`src/rtl/oae_pkg.sv`:
```
// Shared constants, codes and controller/datapath interface types for the ordered array engine.
package oae_pkg;

  localparam int DEPTH  = 64;
  localparam int ITEM_W = 32;
  localparam int AW     = $clog2(DEPTH);
  localparam int CW     = $clog2(DEPTH + 1);
  localparam int OP_W   = 3;
  localparam int IDX_W  = 7;
  localparam int IDX2_W = 6;
  localparam int ST_W   = 2;

  localparam logic [OP_W-1:0] OP_INSERT  = 3'd0;
  localparam logic [OP_W-1:0] OP_REMOVE  = 3'd1;
  localparam logic [OP_W-1:0] OP_GET     = 3'd2;
  localparam logic [OP_W-1:0] OP_PUT     = 3'd3;
  localparam logic [OP_W-1:0] OP_SWAP    = 3'd4;
  localparam logic [OP_W-1:0] OP_REVERSE = 3'd5;
  localparam logic [OP_W-1:0] OP_SORT    = 3'd6;
  localparam logic [OP_W-1:0] OP_CLEAR   = 3'd7;

  localparam logic [ST_W-1:0] ST_OK        = 2'd0;
  localparam logic [ST_W-1:0] ST_BAD_INDEX = 2'd1;
  localparam logic [ST_W-1:0] ST_FULL      = 2'd2;

  typedef enum logic [1:0] {R_A, R_B, R_AM1, R_AP1} rsel_e;
  typedef enum logic [2:0] {W_NONE, W_A_DATA, W_A_RD, W_A_SWAP, W_B_VA} wsel_e;
  typedef enum logic [3:0] {
    P_HOLD, P_LOAD, P_DEC_A, P_INC_A, P_REV, P_FWD, P_BWD, P_TURN_F, P_TURN_B
  } pop_e;

  typedef struct packed {
    rsel_e rd;
    wsel_e wr;
    pop_e  ptr;
    logic  cap;
    logic  fin;
  } cmd_t;

  typedef struct packed {
    logic [OP_W-1:0] op;
    logic            bad;
    logic            full;
    logic            cnt_gt1;
    logic            a_gt_u;
    logic            ap1_lt_cnt;
    logic            a_lt_b;
    logic            a_lt_hi;
    logic            b_gt_lo;
    logic            turn_go;
    logic            dir_bwd;
  } stat_t;

endpackage

```
`src/rtl/oae_ram.sv`:
```
// Generic single write port, single read port RAM with registered read data.
module oae_ram #(
  parameter int WIDTH = 32,
  parameter int DEPTH = 64
) (
  input  logic                     clk_i,
  input  logic                     we_i,
  input  logic [$clog2(DEPTH)-1:0] waddr_i,
  input  logic [WIDTH-1:0]         wdata_i,
  input  logic [$clog2(DEPTH)-1:0] raddr_i,
  output logic [WIDTH-1:0]         rdata_o
);

  logic [WIDTH-1:0] mem_q [DEPTH];

  always_ff @(posedge clk_i) begin
    if (we_i) begin
      mem_q[waddr_i] <= wdata_i;
    end
    rdata_o <= mem_q[raddr_i];
  end

endmodule

```
`src/rtl/oae_dp.sv`:
```
// Datapath: request registers, pointers, item memory, comparator and result registers.
module oae_dp (
  input  logic                          clk_i,
  input  logic                          rst_ni,
  input  oae_pkg::cmd_t                 cmd_i,
  output oae_pkg::stat_t                stat_o,
  input  logic [oae_pkg::OP_W-1:0]      op_i,
  input  logic [oae_pkg::IDX_W-1:0]     index_i,
  input  logic [oae_pkg::IDX2_W-1:0]    second_index_i,
  input  logic [oae_pkg::ITEM_W-1:0]    write_data_i,
  input  logic                          cfg_we_i,
  input  logic                          cfg_wdata_i,
  output logic                          done_o,
  output logic [oae_pkg::ST_W-1:0]      status_o,
  output logic [oae_pkg::ITEM_W-1:0]    read_data_o,
  output logic [oae_pkg::AW-1:0]        position_o,
  output logic [oae_pkg::CW-1:0]        item_count_o
);

  localparam logic [oae_pkg::ITEM_W-1:0] SIGN_BIT = {1'b1, {(oae_pkg::ITEM_W-1){1'b0}}};

  logic [oae_pkg::OP_W-1:0]   op_q;
  logic                       bad_q, full_q, swap_q, moved_q, dir_q, cfg_q, done_q;
  logic [oae_pkg::AW-1:0]     u_q, a_q, b_q, lo_q, hi_q;
  logic [oae_pkg::ITEM_W-1:0] wdata_q, va_q;
  logic [oae_pkg::CW-1:0]     cnt_q, cnt_d;

  logic                       neg, append, in_rng, bad_ld, full_ld;
  logic [oae_pkg::CW-1:0]     mag, sec;
  logic [oae_pkg::AW-1:0]     u_ld, a_ld, b_ld;

  logic                       ram_we;
  logic [oae_pkg::AW-1:0]     ram_waddr, ram_raddr;
  logic [oae_pkg::ITEM_W-1:0] ram_wdata, ram_rd, sgn;
  logic                       gt, swap_cond, ok_ins, ok_rd;

  oae_ram #(.WIDTH(oae_pkg::ITEM_W), .DEPTH(oae_pkg::DEPTH)) u_ram (
    .clk_i   (clk_i),
    .we_i    (ram_we),
    .waddr_i (ram_waddr),
    .wdata_i (ram_wdata),
    .raddr_i (ram_raddr),
    .rdata_o (ram_rd)
  );

  // Request checks, evaluated on the incoming fields while the request is taken.
  always_comb begin
    neg     = index_i[oae_pkg::IDX_W-1];
    append  = (index_i == '1);
    mag     = oae_pkg::CW'(index_i[oae_pkg::IDX_W-2:0]);
    sec     = oae_pkg::CW'(second_index_i);
    in_rng  = !neg && (mag < cnt_q);
    u_ld    = index_i[oae_pkg::AW-1:0];
    bad_ld  = 1'b0;
    full_ld = 1'b0;
    unique case (op_i)
      oae_pkg::OP_INSERT: begin
        bad_ld  = !append && (neg || (mag > cnt_q));
        full_ld = !bad_ld && (cnt_q == oae_pkg::CW'(oae_pkg::DEPTH));
        if (append) begin
          u_ld = cnt_q[oae_pkg::AW-1:0];
        end
      end
      oae_pkg::OP_REMOVE, oae_pkg::OP_GET, oae_pkg::OP_PUT: bad_ld = !in_rng;
      oae_pkg::OP_SWAP: bad_ld = !in_rng || (sec >= cnt_q);
      default: bad_ld = 1'b0;
    endcase
    if (op_i == oae_pkg::OP_INSERT) begin
      a_ld = cnt_q[oae_pkg::AW-1:0];
    end else if (op_i == oae_pkg::OP_REVERSE || op_i == oae_pkg::OP_SORT) begin
      a_ld = '0;
    end else begin
      a_ld = u_ld;
    end
    if (op_i == oae_pkg::OP_SWAP) begin
      b_ld = second_index_i[oae_pkg::AW-1:0];
    end else if (op_i == oae_pkg::OP_REVERSE) begin
      b_ld = cnt_q[oae_pkg::AW-1:0] - oae_pkg::AW'(1);
    end else begin
      b_ld = oae_pkg::AW'(1);
    end
  end

  always_comb begin
    unique case (cmd_i.rd)
      oae_pkg::R_A:   ram_raddr = a_q;
      oae_pkg::R_B:   ram_raddr = b_q;
      oae_pkg::R_AM1: ram_raddr = a_q - oae_pkg::AW'(1);
      oae_pkg::R_AP1: ram_raddr = a_q + oae_pkg::AW'(1);
      default:        ram_raddr = a_q;
    endcase
  end

  // Flipping the sign bit lets an unsigned compare order two's complement values.
  assign sgn       = cfg_q ? SIGN_BIT : '0;
  assign gt        = (va_q ^ sgn) > (ram_rd ^ sgn);
  assign swap_cond = (op_q == oae_pkg::OP_SORT) ? gt : 1'b1;

  always_comb begin
    ram_we    = 1'b0;
    ram_waddr = a_q;
    ram_wdata = ram_rd;
    unique case (cmd_i.wr)
      oae_pkg::W_NONE:   ram_we = 1'b0;
      oae_pkg::W_A_DATA: begin
        ram_we    = 1'b1;
        ram_wdata = wdata_q;
      end
      oae_pkg::W_A_RD:   ram_we = 1'b1;
      oae_pkg::W_A_SWAP: ram_we = swap_cond;
      oae_pkg::W_B_VA: begin
        ram_we    = swap_q;
        ram_waddr = b_q;
        ram_wdata = va_q;
      end
      default: ram_we = 1'b0;
    endcase
  end

  assign ok_ins = (op_q == oae_pkg::OP_INSERT) && !bad_q && !full_q;
  assign ok_rd  = !bad_q && (op_q == oae_pkg::OP_GET || op_q == oae_pkg::OP_REMOVE);

  always_comb begin
    cnt_d = cnt_q;
    if (ok_ins) begin
      cnt_d = cnt_q + oae_pkg::CW'(1);
    end else if (op_q == oae_pkg::OP_REMOVE && !bad_q) begin
      cnt_d = cnt_q - oae_pkg::CW'(1);
    end else if (op_q == oae_pkg::OP_CLEAR) begin
      cnt_d = '0;
    end
  end

  always_comb begin
    stat_o.op         = op_q;
    stat_o.bad        = bad_q;
    stat_o.full       = full_q;
    stat_o.cnt_gt1    = cnt_q > oae_pkg::CW'(1);
    stat_o.a_gt_u     = a_q > u_q;
    stat_o.ap1_lt_cnt = (oae_pkg::CW'(a_q) + oae_pkg::CW'(1)) < cnt_q;
    stat_o.a_lt_b     = a_q < b_q;
    stat_o.a_lt_hi    = a_q < hi_q;
    stat_o.b_gt_lo    = b_q > lo_q;
    stat_o.turn_go    = moved_q && ((oae_pkg::CW'(lo_q) + oae_pkg::CW'(1)) < oae_pkg::CW'(hi_q));
    stat_o.dir_bwd    = dir_q;
  end

  always_ff @(posedge clk_i or negedge rst_ni) begin
    if (!rst_ni) begin
      cnt_q  <= '0;
      cfg_q  <= 1'b0;
      done_q <= 1'b0;
    end else begin
      done_q <= cmd_i.fin;
      if (cfg_we_i) begin
        cfg_q <= cfg_wdata_i;
      end
      if (cmd_i.fin) begin
        cnt_q <= cnt_d;
      end
    end
  end

  always_ff @(posedge clk_i) begin
    if (cmd_i.cap) begin
      va_q <= ram_rd;
    end
    if (cmd_i.wr == oae_pkg::W_A_SWAP) begin
      swap_q  <= swap_cond;
      moved_q <= moved_q | swap_cond;
    end
    unique case (cmd_i.ptr)
      oae_pkg::P_HOLD: ;
      oae_pkg::P_LOAD: begin
        op_q    <= op_i;
        bad_q   <= bad_ld;
        full_q  <= full_ld;
        u_q     <= u_ld;
        wdata_q <= write_data_i;
        a_q     <= a_ld;
        b_q     <= b_ld;
        lo_q    <= '0;
        hi_q    <= cnt_q[oae_pkg::AW-1:0] - oae_pkg::AW'(1);
        moved_q <= 1'b0;
        dir_q   <= 1'b0;
      end
      oae_pkg::P_DEC_A: a_q <= a_q - oae_pkg::AW'(1);
      oae_pkg::P_INC_A: a_q <= a_q + oae_pkg::AW'(1);
      oae_pkg::P_REV: begin
        a_q <= a_q + oae_pkg::AW'(1);
        b_q <= b_q - oae_pkg::AW'(1);
      end
      oae_pkg::P_FWD: begin
        a_q <= a_q + oae_pkg::AW'(1);
        b_q <= b_q + oae_pkg::AW'(1);
      end
      oae_pkg::P_BWD: begin
        a_q <= a_q - oae_pkg::AW'(1);
        b_q <= b_q - oae_pkg::AW'(1);
      end
      oae_pkg::P_TURN_F: begin
        hi_q    <= hi_q - oae_pkg::AW'(1);
        a_q     <= hi_q - oae_pkg::AW'(2);
        b_q     <= hi_q - oae_pkg::AW'(1);
        moved_q <= 1'b0;
        dir_q   <= 1'b1;
      end
      oae_pkg::P_TURN_B: begin
        lo_q    <= lo_q + oae_pkg::AW'(1);
        a_q     <= lo_q + oae_pkg::AW'(1);
        b_q     <= lo_q + oae_pkg::AW'(2);
        moved_q <= 1'b0;
        dir_q   <= 1'b0;
      end
      default: ;
    endcase
    if (cmd_i.fin) begin
      status_o     <= bad_q ? oae_pkg::ST_BAD_INDEX :
                      (full_q ? oae_pkg::ST_FULL : oae_pkg::ST_OK);
      read_data_o  <= ok_rd ? va_q : '0;
      position_o   <= ok_ins ? u_q : '0;
      item_count_o <= cnt_d;
    end
  end

  assign done_o = done_q;

endmodule

```
`src/rtl/oae_ctrl.sv`:
```
// Controller state machine that sequences memory reads and writes for each request.
module oae_ctrl (
  input  logic           clk_i,
  input  logic           rst_ni,
  input  logic           start,
  output logic           busy,
  input  oae_pkg::stat_t stat_i,
  output oae_pkg::cmd_t  cmd_o
);

  localparam logic [3:0] S_IDLE  = 4'd0;
  localparam logic [3:0] S_DISP  = 4'd1;
  localparam logic [3:0] S_INS_T = 4'd2;
  localparam logic [3:0] S_INS_W = 4'd3;
  localparam logic [3:0] S_REM_C = 4'd4;
  localparam logic [3:0] S_REM_T = 4'd5;
  localparam logic [3:0] S_REM_W = 4'd6;
  localparam logic [3:0] S_GET_C = 4'd7;
  localparam logic [3:0] S_PR_RA = 4'd8;
  localparam logic [3:0] S_PR_RB = 4'd9;
  localparam logic [3:0] S_PR_WA = 4'd10;
  localparam logic [3:0] S_PR_WB = 4'd11;
  localparam logic [3:0] S_REV_T = 4'd12;
  localparam logic [3:0] S_SRT_F = 4'd13;
  localparam logic [3:0] S_SRT_B = 4'd14;
  localparam logic [3:0] S_FIN   = 4'd15;

  logic [3:0] state_q, state_d;

  assign busy = (state_q != S_IDLE);

  always_comb begin
    state_d   = state_q;
    cmd_o.rd  = oae_pkg::R_A;
    cmd_o.wr  = oae_pkg::W_NONE;
    cmd_o.ptr = oae_pkg::P_HOLD;
    cmd_o.cap = 1'b0;
    cmd_o.fin = 1'b0;
    unique case (state_q)
      S_IDLE: begin
        if (start) begin
          cmd_o.ptr = oae_pkg::P_LOAD;
          state_d   = S_DISP;
        end
      end
      S_DISP: begin
        if (stat_i.bad || stat_i.full) begin
          state_d = S_FIN;
        end else begin
          unique case (stat_i.op)
            oae_pkg::OP_INSERT: state_d = S_INS_T;
            oae_pkg::OP_REMOVE: state_d = S_REM_C;
            oae_pkg::OP_GET:    state_d = S_GET_C;
            oae_pkg::OP_PUT: begin
              cmd_o.wr = oae_pkg::W_A_DATA;
              state_d  = S_FIN;
            end
            oae_pkg::OP_SWAP:    state_d = S_PR_RA;
            oae_pkg::OP_REVERSE: state_d = stat_i.cnt_gt1 ? S_REV_T : S_FIN;
            oae_pkg::OP_SORT:    state_d = stat_i.cnt_gt1 ? S_SRT_F : S_FIN;
            default:             state_d = S_FIN;
          endcase
        end
      end
      S_INS_T: begin
        if (stat_i.a_gt_u) begin
          cmd_o.rd = oae_pkg::R_AM1;
          state_d  = S_INS_W;
        end else begin
          cmd_o.wr = oae_pkg::W_A_DATA;
          state_d  = S_FIN;
        end
      end
      S_INS_W: begin
        cmd_o.wr  = oae_pkg::W_A_RD;
        cmd_o.ptr = oae_pkg::P_DEC_A;
        state_d   = S_INS_T;
      end
      S_REM_C: begin
        cmd_o.cap = 1'b1;
        state_d   = S_REM_T;
      end
      S_REM_T: begin
        if (stat_i.ap1_lt_cnt) begin
          cmd_o.rd = oae_pkg::R_AP1;
          state_d  = S_REM_W;
        end else begin
          state_d = S_FIN;
        end
      end
      S_REM_W: begin
        cmd_o.wr  = oae_pkg::W_A_RD;
        cmd_o.ptr = oae_pkg::P_INC_A;
        state_d   = S_REM_T;
      end
      S_GET_C: begin
        cmd_o.cap = 1'b1;
        state_d   = S_FIN;
      end
      S_PR_RA: state_d = S_PR_RB;
      S_PR_RB: begin
        cmd_o.rd  = oae_pkg::R_B;
        cmd_o.cap = 1'b1;
        state_d   = S_PR_WA;
      end
      S_PR_WA: begin
        cmd_o.wr = oae_pkg::W_A_SWAP;
        state_d  = S_PR_WB;
      end
      S_PR_WB: begin
        cmd_o.wr = oae_pkg::W_B_VA;
        if (stat_i.op == oae_pkg::OP_SWAP) begin
          state_d = S_FIN;
        end else if (stat_i.op == oae_pkg::OP_REVERSE) begin
          cmd_o.ptr = oae_pkg::P_REV;
          state_d   = S_REV_T;
        end else if (stat_i.dir_bwd) begin
          cmd_o.ptr = oae_pkg::P_BWD;
          state_d   = S_SRT_B;
        end else begin
          cmd_o.ptr = oae_pkg::P_FWD;
          state_d   = S_SRT_F;
        end
      end
      S_REV_T: state_d = stat_i.a_lt_b ? S_PR_RA : S_FIN;
      S_SRT_F: begin
        if (stat_i.a_lt_hi) begin
          state_d = S_PR_RA;
        end else begin
          cmd_o.ptr = oae_pkg::P_TURN_F;
          state_d   = stat_i.turn_go ? S_SRT_B : S_FIN;
        end
      end
      S_SRT_B: begin
        if (stat_i.b_gt_lo) begin
          state_d = S_PR_RA;
        end else begin
          cmd_o.ptr = oae_pkg::P_TURN_B;
          state_d   = stat_i.turn_go ? S_SRT_F : S_FIN;
        end
      end
      S_FIN: begin
        cmd_o.fin = 1'b1;
        state_d   = S_IDLE;
      end
      default: state_d = S_IDLE;
    endcase
  end

  always_ff @(posedge clk_i or negedge rst_ni) begin
    if (!rst_ni) begin
      state_q <= S_IDLE;
    end else begin
      state_q <= state_d;
    end
  end

endmodule

```
`src/rtl/ordered_array_engine_core.sv`:
```
// Top level of the ordered array engine: controller, datapath and checks.
//
//  channel   handshake            payload
//  request   start / busy         op_i, index_i, second_index_i, write_data_i
//  result    done_o (one cycle)   status_o, read_data_o, position_o, item_count_o
//  config    cfg_we_i             cfg_wdata_i (compare_signed)
//
// One request is worked at a time through a single-port-read item memory.
// Get, put, clear and rejected requests move no items; insert and remove shift items
// one at a time, swap exchanges two items, reverse swaps pairs inward, and sort runs
// shaker passes. No clearing pass runs after reset; the count alone starts at zero.
// The result strobe cannot be stalled by the receiver.
module ordered_array_engine_core (
  input  logic                          clk_i,
  input  logic                          rst_ni,
  input  logic                          start,
  output logic                          busy,
  input  logic [oae_pkg::OP_W-1:0]      op_i,
  input  logic [oae_pkg::IDX_W-1:0]     index_i,
  input  logic [oae_pkg::IDX2_W-1:0]    second_index_i,
  input  logic [oae_pkg::ITEM_W-1:0]    write_data_i,
  input  logic                          cfg_we_i,
  input  logic                          cfg_wdata_i,
  output logic                          done_o,
  output logic [oae_pkg::ST_W-1:0]      status_o,
  output logic [oae_pkg::ITEM_W-1:0]    read_data_o,
  output logic [oae_pkg::AW-1:0]        position_o,
  output logic [oae_pkg::CW-1:0]        item_count_o
);

  oae_pkg::cmd_t  cmd;
  oae_pkg::stat_t stat;

  oae_ctrl u_ctrl (
    .clk_i  (clk_i),
    .rst_ni (rst_ni),
    .start  (start),
    .busy   (busy),
    .stat_i (stat),
    .cmd_o  (cmd)
  );

  oae_dp u_dp (
    .clk_i          (clk_i),
    .rst_ni         (rst_ni),
    .cmd_i          (cmd),
    .stat_o         (stat),
    .op_i           (op_i),
    .index_i        (index_i),
    .second_index_i (second_index_i),
    .write_data_i   (write_data_i),
    .cfg_we_i       (cfg_we_i),
    .cfg_wdata_i    (cfg_wdata_i),
    .done_o         (done_o),
    .status_o       (status_o),
    .read_data_o    (read_data_o),
    .position_o     (position_o),
    .item_count_o   (item_count_o)
  );

  a_busy_after_start: assert property (@(posedge clk_i) disable iff (!rst_ni)
    (start && !busy) |=> busy)
    else $error("request taken but engine not busy");

  a_single_strobe: assert property (@(posedge clk_i) disable iff (!rst_ni)
    done_o |=> !done_o)
    else $error("result strobe held for two cycles");

  a_status_code: assert property (@(posedge clk_i) disable iff (!rst_ni)
    done_o |-> (status_o != 2'd3))
    else $error("undefined status code");

  a_count_range: assert property (@(posedge clk_i) disable iff (!rst_ni)
    done_o |-> (item_count_o <= oae_pkg::CW'(oae_pkg::DEPTH)))
    else $error("item count above depth");

  a_err_zero: assert property (@(posedge clk_i) disable iff (!rst_ni)
    (done_o && (status_o != oae_pkg::ST_OK)) |-> (read_data_o == '0 && position_o == '0))
    else $error("failed request returned data");

endmodule

```
`config.mk`:
```
export PLATFORM = sky130hd
export DESIGN_NAME = ordered_array_engine_core
export DESIGN_NICKNAME = d
export VERILOG_FILES = /design/src/rtl/oae_pkg.sv /design/src/rtl/oae_ram.sv /design/src/rtl/oae_dp.sv /design/src/rtl/oae_ctrl.sv /design/src/rtl/ordered_array_engine_core.sv
export SDC_FILE = /design/constraint.sdc
export NUM_CORES = 2
export LEC_CHECK = 0
export ABC_CLOCK_PERIOD_IN_PS = 8800
export BUFFER_PORTS_ARGS = -buffer_cell sky130_fd_sc_hd__buf_2
export CAP_MARGIN = 0
export CORE_AREA = 2 2 379 381
export DETAILED_ROUTE_END_ITERATION = 8
export DIE_AREA = 0 0 381 383
export PLACE_DENSITY = 0.79
export SYNTH_ARGS = -nofsm -noshare
export SYNTH_HDL_FRONTEND = slang
export SYNTH_HIERARCHICAL = 1
export SYNTH_SLANG_ARGS = --single-unit
```
`constraint.sdc`:
```
create_clock -name clk_i -period 8.8 [get_ports clk_i]
set_input_delay 0.44 -clock clk_i [delete_from_list [all_inputs] [get_ports clk_i]]
set_output_delay 0.44 -clock clk_i [all_outputs]
set_load 0.1 [all_outputs]
```
== Yosys cells after proc, flatten, opt, wreduce, memory -nomap -nowiden ==
Memories as Yosys holds them, arrays and structs flattened. A register that Yosys moved wholly into a read port is not among the register bits.
Cells that the tools add are included.

* RAM bits: 2,048
* Register bits: 162
* Memory bits (read-only): 0
* Output and inout bits: 49
* Latch bits: 0
* Bits of input ports: 53
* Word-level logic and storage cells: 190
* Memories kept: 1

* Eq/ne operators: 46
* Reduce and logical (&&, ||, !) cells: 39
* $mul: 0
* Bitwise logic cells: 3
* Shift-type cells: 0
* Add/subtract/negate cells: 13
* Muxes and demuxes: 56
* $lt $le $gt $ge: 11
* Div/mod/pow operators: 0

{| class="wikitable"
|+ Memory list
! memory !! depth !! width !! read ports !! clocked after Yosys merged registers in !! write ports !! line !! text
|-
| u_dp.u_ram.mem_q || 64 || 32 || 1 || 1 || 1 || oae_ram.sv:14 || <nowiki>logic [WIDTH-1:0] mem_q [DEPTH];</nowiki>
|}

{| class="wikitable"
|+ Operators by type and width
! operator !! count
|-
| 32-bit one-hot mux with 2 select lines || 1
|-
| 32-bit XOR || 2
|-
| 4-bit one-hot mux with 15 select lines || 1
|-
| 6-bit one-hot mux with 5 select lines || 2
|-
| 4-bit one-hot mux with 6 select lines || 2
|-
| 6-bit two-way mux || 7
|-
| 4-bit two-way mux || 10
|-
| 4-bit equality test (second input constant) || 9
|-
| 4-bit by 3-bit equality test with 1-bit output (second input constant) || 8
|-
| 32-bit greater-than comparator || 1
|-
| 32-bit two-way mux || 1
|-
| 3-bit equality test (second input constant) || 8
|-
| 6-bit one-hot mux with 2 select lines || 2
|-
| 6-bit one-hot mux with 4 select lines || 1
|-
| 6-bit by 1-bit subtractor with 6-bit output (second input constant) || 4
|-
| 7-bit two-way mux || 3
|-
| 6-bit by 1-bit adder with 6-bit output (second input constant) || 3
|-
| 3-bit by 2-bit equality test with 1-bit output (second input constant) || 6
|-
| 2-bit two-way mux || 9
|-
| 4-bit by 2-bit equality test with 1-bit output (second input constant) || 4
|-
| 3-bit one-hot mux with 5 select lines || 1
|-
| 6-bit by 1-bit adder with 7-bit output (second input constant) || 2
|-
| 7-bit equality test (second input constant) || 2
|-
| 6-bit greater-than comparator || 2
|-
| 33 further kinds || 77
|}

== Logic depth before layout (Yosys ltp) ==
* Word-level depth: 9
* Depth in mapped cells: 25
* Depth with buffers taken out: 21

== Modules after synthesis ==
Netlist, hierarchy kept.

{| class="wikitable"
|+ Modules (own cells, without submodules)
! module !! seq. area each (um^2) !! cells each !! area each (um^2) !! times used
|-
| oae_ram || 62,139.6 || 3,324 || 78,515.3 || 1
|-
| oae_dp || 4,689.5 || 883 || 9,522.9 || 1
|-
| oae_ctrl || 100.1 || 108 || 690.7 || 1
|}

== Worst setup path before layout ==
Ideal clock, no wire load.

* Kind: reg2reg
* Start: reg u_dp/a_q[1] (netlist name)
* End: mem u_dp.u_ram.mem_q[49][0], enable pin
* Path slack: 2.713 ns
* Required time: 8.339 ns
* Stages on the path, launching flop included: 21
* Period minus slack after synthesis: 6.087 ns
* Library setup time: 0.461 ns
* Arrival time: 5.626 ns
* Buffers on the path: 3
* Path through: edfxtp_1 ha_1 nor2b_1 o21a_1 o21a_1 o21ai_0 nand2b_1 a21oi_1 a31oi_1 inv_1 o21ai_0 a21oi_1 nor2_1 and2_1 clkbuf_1 clkbuf_1 mux2_2 clkbuf_1 nor2b_1 nand4_1 nor3_1

{| class="wikitable"
|+ RTL lines
! what !! line !! text
|-
| start, declared || oae_dp.sv:24 || <nowiki>logic [oae_pkg::AW-1:0] u_q, a_q, b_q, lo_q, hi_q;</nowiki>
|-
| start signal, assigned || oae_dp.sv:180 || <nowiki>a_q <= a_ld;</nowiki>
|-
| start signal, assigned || oae_dp.sv:187 || <nowiki>oae_pkg::P_DEC_A: a_q <= a_q - oae_pkg::AW'(1);</nowiki>
|-
| start signal, assigned || oae_dp.sv:188 || <nowiki>oae_pkg::P_INC_A: a_q <= a_q + oae_pkg::AW'(1);</nowiki>
|-
| end, declared || oae_ram.sv:14 ||
|}

==> reports/results.ini <==
[cts]
clk_pin_slew_ns=0.07
cts_max_path_buffers=3
clock_sinks=2242
cts_setup_buffers=0
insertion_delay_ns=0.87
cts_buffers=211
cts-root-buf=clkbuf_16
htreeDepth=4
tritoncts=yes

[yosys]
yosys-top-cells-count=2196 x edfxtp_1, 544 x mux4_2, 193 x nor2_1
synth-seq-cells=2242
syn_nets=4460
yosys.area.top_type_share_pct=74.32
synth_cell_types=87
synth_flop_cell=edfxtp_1
synthTopCellsByArea=edfxtp_1 74%, mux4_2 14%, ha_1 1.3%
yosys.area.top_type=edfxtp_1
synth_edf_count=2196
synth-async-reset-ratio_pct=0.5798
syn_inst=4315
yosysSeqAreaShare_pct=75.43
avgSynthCellArea_sq_um=20.56
syn_area_sq_mm=0.08873
synthMostInstantiatedCell=edfxtp_1
ys.warnings.count=6

[outcome]
status=completed

[route]
wl_um=250200
detail-route-antenna-nets=0
drt_first_pass_iters=6
wire_per_inst_um=37.28
vias_per_cell=7.180
drt_iter0_markers=8071
vias=48186
drc=0

[timing]
tightest_slew_ns=1.402
slew_headroom_pct=5.897
finalSetupViolations=0
hold_viol=0
fin_crit_sh_pct=89.11
fin_setup_tns_ns=0
rsz0062_at_grt=false
drv_slew=0
max_freq_mhz=127.5
period_needed_ns=7.842
clock_skew_ns=0.05364

[worst_setup_path]
cpPeakStageDelay_ns=0.74
path_depth=20
crit_chain=inv_1, ha_1, ha_1, a21boi_0, o21a_1, o21ai_0, nand2b_1, a21oi_1, nor2_1, a211oi_1, nand3_1, a21oi_1, a211oi_1, a21oi_4, buf_12, buf_4, mux4_2, mux4_2, o22ai_1, nor2_1
slowest_stage=o22ai_1
start_kind=register
crit_arrival_ns=8.53
crit_path_end_kind=register
path_buf_inv=3
path_class=reg -> reg
crit_required_ns=9.48
critical-path-top-delay-family=compound AO/OA/AOI/OAI gates
critPathMaxFanout=61
reg2regPathDepth=20

[floorplanning]
die_w_um=381
core-area_sq_mm=0.1423
rows=139
die_h_um=383
initial_core_util_pct=62.37
boundaryPins=102
die-area_sq_mm=0.1459

[layout]
drive_above_1_share_pct=26.49
nNetsFinal=4758
nFillCells=8043
area_growth_pct=12.89
layout.area.seq_sq_mm=0.06693
multi_input_area_sq_mm=0.02105

[placement]
hpwl_um=132900
finalWeightedCongestion=0.9373
io_buffer_count=101

[min_path]
worstHoldPathType=in -> async

[global_route]
grt_use_total_pct=34.72
antenna_found_initial=13
grt-ovfl-total=0
grt_max_degree=98
grt_pass1_wl_um=353800
grt_pass1_vias=48528

[flow_run]
max_cap_viol_count=0

[state kept, by name, indices dropped and copies added (netlist names), 7 cells and up]
| signal | cells |
|---|---|
| u_dp/u_ram/mem_q | 2048 |
| u_dp/read_data_o | 32 |
| u_dp/u_ram/rdata_o | 32 |
| u_dp/va_q | 32 |
| u_dp/wdata_q | 32 |
| u_dp/cnt_q | 7 |
| u_dp/item_count_o | 7 |
[layout by cell type, fill, tap and decap left out, drive strengths merged, types with 42 or more instances in the layout]
master,n
nor2,193
o22ai,90
buf,269
nor3,53
inv,80
and2,42
clkinv,110
o21ai,62
clkbuf,255
mux4,544
nand2,114
ha,91
dlygate4sd3,45
edfxtp,2196
a21oi,121
mux2i,101
[metrics by stage]
step	setup slack [ns]	cells	utilization, %	cell area [sq um]	hold slack, ns
2_1_floorplan	2.713	4315	-	88730	0.1444
3_3_place_gp	0.9002	6257	65.07	92570	0.3766
3_5_place_dp	1.218	6258	65.08	92590	0.3760
4_1_cts	1.116	6705	70.40	100100	0.003195
5_1_grt	0.4973	6705	70.40	100100	0.02909
6_report	0.9581	6711	70.41	100200	0.04761
[worst paths after layout]
check | from | endpoint | slack [ns]
hold reg to reg | u_dp/u_ram/rdata_o[11]$_DFF_P_ | u_dp/va_q[11]$_DFFE_PP_ | 0.45
max in group asynchronous | rst_ni | u_ctrl/state_q[2]$_DFFE_PN0P_ | 8.48
setup reg to reg | u_dp/a_q[0]$_DFFE_PP_ | u_dp/u_ram/rdata_o[6]$_DFF_P_ | 0.96
min in group clk_i | second_index_i[4] | u_dp/b_q[4]$_DFFE_PP_ | 0.05
setup / recovery | u_dp/a_q[0]$_DFFE_PP_ | u_dp/u_ram/rdata_o[6]$_DFF_P_ | 0.96
hold / removal | rst_ni | u_dp/done_o$_DFF_PN0_ | 0.05
[per-layer routing]
metal / vias up / part of all wire (%) / track usage, %
li1: 18533 / - / -
met1: 24619 / 32 / 43.62
met2: 4117 / 48 / 54.90
met3: 903 / 13 / 9.495
met4: 14 / 7.2 / 20.49
met5: - / 0.070 / 0.4299
[area by class of cell]
cell class                 count  share of cell area [%]
sequential                  2242                   66.82
clock inverter               147                   1.600
multi-input combinational   1765                   21.02
tap                         1903                   2.377
inverter                      79                  0.2960
antenna                        6                 0.01499
clock buffer                 255                   5.498
timing repair buffer         314                   2.376
[kinds of logic after synthesis]
| logic type | after synthesis | synth area share [%] |
|---|---|---|
| flops | 2242 | 75.43 |
| mux | 653 | 15.05 |
| simple gates | 539 | 2.943 |
| compound gates | 446 | 3.356 |
| buf+inv | 308 | 1.569 |
| fa+ha+maj | 92 | 1.306 |
| xor+xnor | 35 | 0.3455 |
[what timing repair did]
action / 4_1_cts / 5_1_grt
hold buffers: 45 / 0
endpoints found under the hold margin: 56 / 0
gates resized for setup: 0 / 0
[worst register-to-register path: stages, from the launching register on]
cell and delay (ns):
edfxtp_1 0.56, inv_1 0.16, ha_1 0.38, ha_1 0.28
a21boi_0 0.12, o21a_1 0.18, o21ai_0 0.16, nand2b_1 0.09
a21oi_1 0.20, nor2_1 0.08, a211oi_1 0.43, nand3_1 0.16
a21oi_1 0.73, a211oi_1 0.25, a21oi_4 0.71, buf_12 0.51
buf_4 0.67, mux4_2 0.58, mux4_2 0.47, o22ai_1 0.74
nor2_1 0.21
Power is not shown: default switching activity piles up to over one toggle a cycle in this logic, so the estimate is an artifact.
